<file path="config.mk">
export PLATFORM = sky130hd
export DESIGN_NAME = yfi_queue
export DESIGN_NICKNAME = d
export VERILOG_FILES = /design/src/sv/yfi_pkg.sv /design/src/sv/yfi_queue.sv
export SDC_FILE = /design/constraint.sdc
export NUM_CORES = 1
export LEC_CHECK = 0
export BUFFER_PORTS_ARGS = -buffer_cell sky130_fd_sc_hd__buf_2
export CAP_MARGIN = 20
export CORE_MARGIN = 5
export CORE_UTILIZATION = 50
export DETAILED_ROUTE_END_ITERATION = 16
export PLACE_DENSITY = 0.79
export SETUP_SLACK_MARGIN = 0.2
export SYNTH_ARGS = -nofsm -noshare
export SYNTH_HDL_FRONTEND = slang
export SYNTH_SLANG_ARGS = --single-unit
</file>
<file path="constraint.sdc">
create_clock -name clk -period 3.1 [get_ports clk]
set_input_delay 0.62 -clock clk [delete_from_list [all_inputs] [get_ports clk]]
set_output_delay 0.62 -clock clk [all_outputs]
set_load 0.05 [all_outputs]
</file>
<file path="src/sv/yfi_pkg.sv">
// shared types, constants and codes for the yuv frame to i420 converter
`timescale 1ns / 1ps
package yfi_pkg;

  // fixed field widths
  localparam int ADDR_W  = 25;
  localparam int BYTE_W  = 8;
  localparam int PLANE_W = 2;
  localparam int FMT_W   = 2;
  localparam int DIM_W   = 13;
  localparam int INDEX_W = 2;
  localparam int ROW_W   = 13;

  localparam logic [ROW_W-1:0] ROW_SAT = '1;

  // default frame limits
  localparam int MAX_WIDTH_DEF  = 4096;
  localparam int MAX_HEIGHT_DEF = 4096;

  // register reset values
  localparam int WIDTH_RST  = 640;
  localparam int HEIGHT_RST = 480;

  // decoupling queue depth, power of two
  localparam int QUEUE_DEPTH = 4;

  typedef enum logic [FMT_W-1:0] {
    FMT_I420   = 2'd0,
    FMT_YVU420 = 2'd1,
    FMT_YUYV   = 2'd2,
    FMT_UYVY   = 2'd3
  } src_format_t;

  typedef enum logic [INDEX_W-1:0] {
    REG_FORMAT = 2'd0,
    REG_WIDTH  = 2'd1,
    REG_HEIGHT = 2'd2
  } cfg_reg_t;

  typedef enum logic [PLANE_W-1:0] {
    PLANE_Y  = 2'd0,
    PLANE_CB = 2'd1,
    PLANE_CR = 2'd2
  } plane_t;

  // constant that the back end applies to the relative address
  typedef enum logic [2:0] {
    OFS_NONE    = 3'd0,
    OFS_PLUS_Q  = 3'd1,
    OFS_MINUS_Q = 3'd2,
    OFS_PLUS_Y  = 3'd3,
    OFS_PLUS_YQ = 3'd4
  } offset_sel_t;

  typedef struct packed {
    logic [BYTE_W-1:0] source_byte;
    logic              end_of_frame;
  } pixel_item_t;

  typedef struct packed {
    logic [ADDR_W-1:0]  dest_address;
    logic [BYTE_W-1:0]  byte_value;
    logic [PLANE_W-1:0] plane;
  } i420_write_t;

  typedef struct packed {
    logic [INDEX_W-1:0] index;
    logic [DIM_W-1:0]   value;
  } cfg_write_t;

  // classified write waiting for address completion
  typedef struct packed {
    offset_sel_t       sel;
    logic [ADDR_W-1:0] rel;
    logic [BYTE_W-1:0] byte_value;
    plane_t            plane;
  } write_op_t;

  // queue status seen by the front end
  typedef struct packed {
    logic full;
    logic empty;
  } queue_status_t;

endpackage

</file>
<file path="src/sv/yfi_queue.sv">
// short queue of classified writes between front and back end
`timescale 1ns / 1ps
module yfi_queue (
  input  logic                   clk,
  input  logic                   rst,
  input  logic                   push,
  input  yfi_pkg::write_op_t     push_entry,
  input  logic                   pop,
  output yfi_pkg::write_op_t     head,
  output yfi_pkg::queue_status_t status
);
  import yfi_pkg::*;

  localparam int PTR_W = $clog2(QUEUE_DEPTH);
  localparam int CNT_W = $clog2(QUEUE_DEPTH + 1);

  write_op_t        entries [QUEUE_DEPTH];
  logic [PTR_W-1:0] wr_ptr;
  logic [PTR_W-1:0] rd_ptr;
  logic [CNT_W-1:0] count;
  logic             do_push;
  logic             do_pop;

  assign status.full  = (count == CNT_W'(QUEUE_DEPTH));
  assign status.empty = (count == '0);
  assign do_push      = push && !status.full;
  assign do_pop       = pop && !status.empty;
  assign head         = entries[rd_ptr];

  // storage
  always_ff @(posedge clk) begin
    if (do_push) begin
      entries[wr_ptr] <= push_entry;
    end
  end

  // pointers and fill count
  always_ff @(posedge clk) begin
    if (rst) begin
      wr_ptr <= '0;
      rd_ptr <= '0;
      count  <= '0;
    end else begin
      if (do_push) begin
        wr_ptr <= wr_ptr + PTR_W'(1);
      end
      if (do_pop) begin
        rd_ptr <= rd_ptr + PTR_W'(1);
      end
      if (do_push && !do_pop) begin
        count <= count + CNT_W'(1);
      end else if (do_pop && !do_push) begin
        count <= count - CNT_W'(1);
      end
    end
  end

endmodule

</file>
## Word-level counts from Yosys, hierarchy flattened

Memories as Yosys holds them, arrays and structs flattened. A register that Yosys moved wholly into a read port is not among the register bits.
Index checks and enable logic that the tools add are counted.

| storage, ports and cells | value |
|---|---|
| input port bits | 42 |
| bits in registers | 7 |
| memories | 1 |
| logic and storage cells | 25 |
| RAM bits | 152 |
| output and inout port bits | 40 |

Memories:

| memory | depth | bits a word | rd ports | clocked after memory_dff | wr ports | line | text |
|---|---|---|---|---|---|---|---|
| entries | 4 | 38 | 1 | 1 | 1 | yfi_queue.sv:17 | `write_op_t entries [QUEUE_DEPTH];` |

| operators by class | value |
|---|---|
| add/sub/neg operators | 4 |
| muxes and demuxes | 6 |
| reduce and logical (&&, ||, !) cells | 10 |
| eq/ne operators | 1 |

Operator list:

| operator | number |
|---|---|
| $mux W3 | 2 |
| $add A2 B1 Y2 const B | 2 |
| $logic_and A1 B1 Y1 | 4 |
| $logic_not A1 Y1 | 4 |
| $mux W2 | 2 |
| $add A3 B1 Y3 const B | 1 |
| $eq A3 B3 Y1 const B | 1 |
| $logic_not A3 Y1 | 1 |
| $sub A3 B1 Y3 const B | 1 |
| $mux W1 | 2 |
| $reduce_bool A2 Y1 | 1 |

## Longest topological paths before layout

| depth | value |
|---|---|
| word-level depth | 7 |
| mapped depth | 8 |
| depth with buffers taken out | 8 |

## Worst setup path after synthesis

Ideal clock, no wire load.

| timing path | value |
|---|---|
| kind | register -> register |
| start point | register count[1] |
| end point | register count[2] |
| setup slack | 0.718 ns |
| path buffers | 0 |
| period minus slack after synthesis | 2.382 ns |
| stages on the path, launching flop included | 9 |
| setup time | 0.070 ns |
| arrival | 2.311 ns |
| cells stage by stage | dfxtp_1 -> nor3b_2 -> nor2_1 -> ha_1 -> inv_1 -> fa_1 -> xor2_1 -> or3_1 -> a21oi_1 |

RTL lines:

| what | line | text |
|---|---|---|
| start, declared | yfi_queue.sv:20 | `logic [CNT_W-1:0] count;` |
| start signal, assigned | yfi_queue.sv:51 | `count <= count + CNT_W'(1);` |
| start signal, assigned | yfi_queue.sv:53 | `count <= count - CNT_W'(1);` |

==> impl_metrics.yaml <==
routing:
  wirelength_um: 9831
  wl_per_cell_um: 19.70
  ant_nets: 0
  drt_iter0_markers: 150
  post_drt_via_cell_ratio: 5.349
  first_pass_iters: 4
  drc: 0
  num_vias: 2669
timing:
  tightest_slew_ps: 564.5
  hold_viol: 0
  slew_headroom_pct: 62.37
  layout_min_cycle_time_ps: 2537
  rsz0062_at_grt: "false"
  period_share_pct: 81.82
  finalHoldWorstSlack_ps: 422.8
  setup_viol: 0
  fin_tns_setup_ps: 0
  fin_skew_ps: 6.794
  fmax_mhz: 394.2
  slew_viol_final: 0
layout:
  drive_gt1_share_pct: 44.10
  seq_area_mm2: 0.004747
  synthToLayoutAreaGrowth_pct: 20.17
  multi_input_area_mm2: 0.001125
  fin_nets: 393
  fillers: 782
  fin_util_pct: 61.94
  antenna_cells: 0
synthesis:
  synth_cell_types: 23
  synthTopCellsByArea: "edfxtp_1 (77%), mux4_2 (14%), dfxtp_1 (3.0%), ha_1 (1.0%), buf_12 (0.67%)"
  ys.flop_type: "edfxtp_1"
  ys_async_sr_fraction_pct: 0
  synth_seq_cells: 161
  ys_top_cells_by_count: "edfxtp_1 (152), mux4_2 (38), dfxtp_1 (9), nor2_1 (6), ha_1 (5)"
  synth_top_area_share_pct: 76.57
  ys_warn_count: 0
  synthesis.nets: 294
  avgSynthCellArea_um2: 24.23
  syn_area_mm2: 0.005961
  synth_enable_flop_cells: 152
  yosysTopAreaCell: "edfxtp_1"
  yosysMostFrequentCell: "edfxtp_1"
  netlist_instances: 246
  ys_seq_area_share_pct: 79.60
die:
  initial_core_util_pct: 51.54
  die_h_um: 119.2
  die_x_um: 119.2
  ioPinCount: 82
  fp-row-count: 39
  dieArea_mm2: 0.01421
  coreArea_mm2: 0.01156
setup_path:
  cp-start-kind: "register"
  r2r_slack_ps: 880
  ff2ff_path_depth: 8
  worstSetupPathType: "reg -> out"
  slowest_stage: "mux4_2"
  crit_chain: "buf_4 -> mux4_2 -> buf_2"
  cp_data_arrival_time_ps: 1920
  crit_path_max_fanout: 21
  path_delay_family: "buffers and inverters"
  cp_data_required_time_ps: 2480
  end_kind: "primary output"
  r2r_end: "count[2]"
  cp.depth: 3
  cpPeakStageDelay_ps: 580
  crit_buf_inv: 2
  r2r_start: "count[0]"
clock_tree:
  clock_latency_ps: 410
  clockBufferDepth: 2
  h-tree-depth: 4
  clk_pin_slew_worst_paths_ps: 60
  cts_buffers: 17
  tritoncts: "done"
  clock-sinks: 161
  cts-root-buf: "clkbuf_16"
  cts_resized: 0
  cts_setup_buffers: 0
  cts_hold_buf: 0
place:
  place.port_buffers: 81
  globalplace.congestion: 0.7017
  dp_hpwl_um: 6089
grt:
  grt_pass1_wl_um: 15280
  first_global_vias: 2930
  grt_usage_pct: 14.61
  antenna_found_initial: 0
  grt_max_degree: 24
  grt-ovfl-total: 0
run:
  max_cap_viol_count: 0
outcome:
  status: "complete, no violations"
hold_path:
  min_from: "push_entry[7]"
  hold_path_depth: 1
  hold_path.class: "in -> reg"
  min_to: "entries[2][7]"
power_and_ir_drop:
  power.density_mw_per_mm2: 951.7
  peakVddDrop_mv: 0.5765
  p_leak_nw: 2.462
## power by group
group	internal, mW	leakage (nW)	switching (mW)	total [mW]
Sequential	2.62	1.47	0.0887	2.71
Clock	1.33	0.283	0.734	2.06
Combinational	0.654	0.711	1.39	2.04
## through the flow
| step | instance area [um2] | power [mW] | setup WS [ps] | std cells |
|---|---|---|---|---|
| 3_3_place_gp | 6581 | 4.799 | 789.4 | 469 |
| 4_1_cts | 7163 | 6.912 | 483.9 | 499 |
| 3_5_place_dp | 6581 | 4.836 | 692.2 | 469 |
| 2_1_floorplan | 5961 | 4.412 | 718.4 | 246 |
| 6_report | 7163 | 6.817 | 563.5 | 499 |
| 5_1_grt | 7163 | 7.077 | 412.8 | 499 |
## sequential cells by signal, indices dropped and copies added, names as in the netlist, named ones only
register  cells
entries     152
wr_ptr        2
rd_ptr        2
count         3
## cell families after synthesis
| group | after synthesis | synth area share, % |
|---|---|---|
| buf+inv | 13 | 1.616 |
| xor+xnor | 4 | 0.5877 |
| flops | 161 | 79.60 |
| fa+ha+maj | 6 | 1.385 |
| compound gates | 6 | 0.6088 |
| simple gates | 16 | 1.511 |
| mux | 40 | 14.69 |
## per-layer routing
metal | part of all wire [%] | global-route usage [%] | vias up
met1 | 42 | 17.92 | 1357
li1 | - | - | 1222
met2 | 51 | 23.63 | 76
met3 | 5.4 | 4.787 | 14
met5 | 0 | 0 | -
met4 | 1.6 | 6.951 | 0
## worst max-delay path by stage
stage	to	start	slack, ps
after global placement	count[2]	push	790
after floorplan	count[2]	count[1]	720
after global routing	head[27]	register	410
final	head[27]	register	560
after CTS	head[27]	register	480
after detailed placement	count[2]	push	690
## cell type report
type                       instances  share of cell area (%)
timing repair buffer              89                   7.197
clock buffer                      22                   6.201
inverter                           4                  0.2096
clock inverter                     8                   1.921
tap                              143                   2.498
multi-input combinational         72                   15.70
sequential                       161                   66.27
## layout by cell type, fill, tap and decap left out, types with 4 or more instances in the layout
cell         n
edfxtp_1   152
buf_2       81
mux4_2      38
clkbuf_16   17
dfxtp_1      7
nor2_1       6
ha_1         5
clkbuf_1     5
inv_1        4
and2_2       4
xor2_1       4
bufinv_16    4
buf_12       4
buf_4        4
No activity file was read; power rests on OpenSTA's default activity.
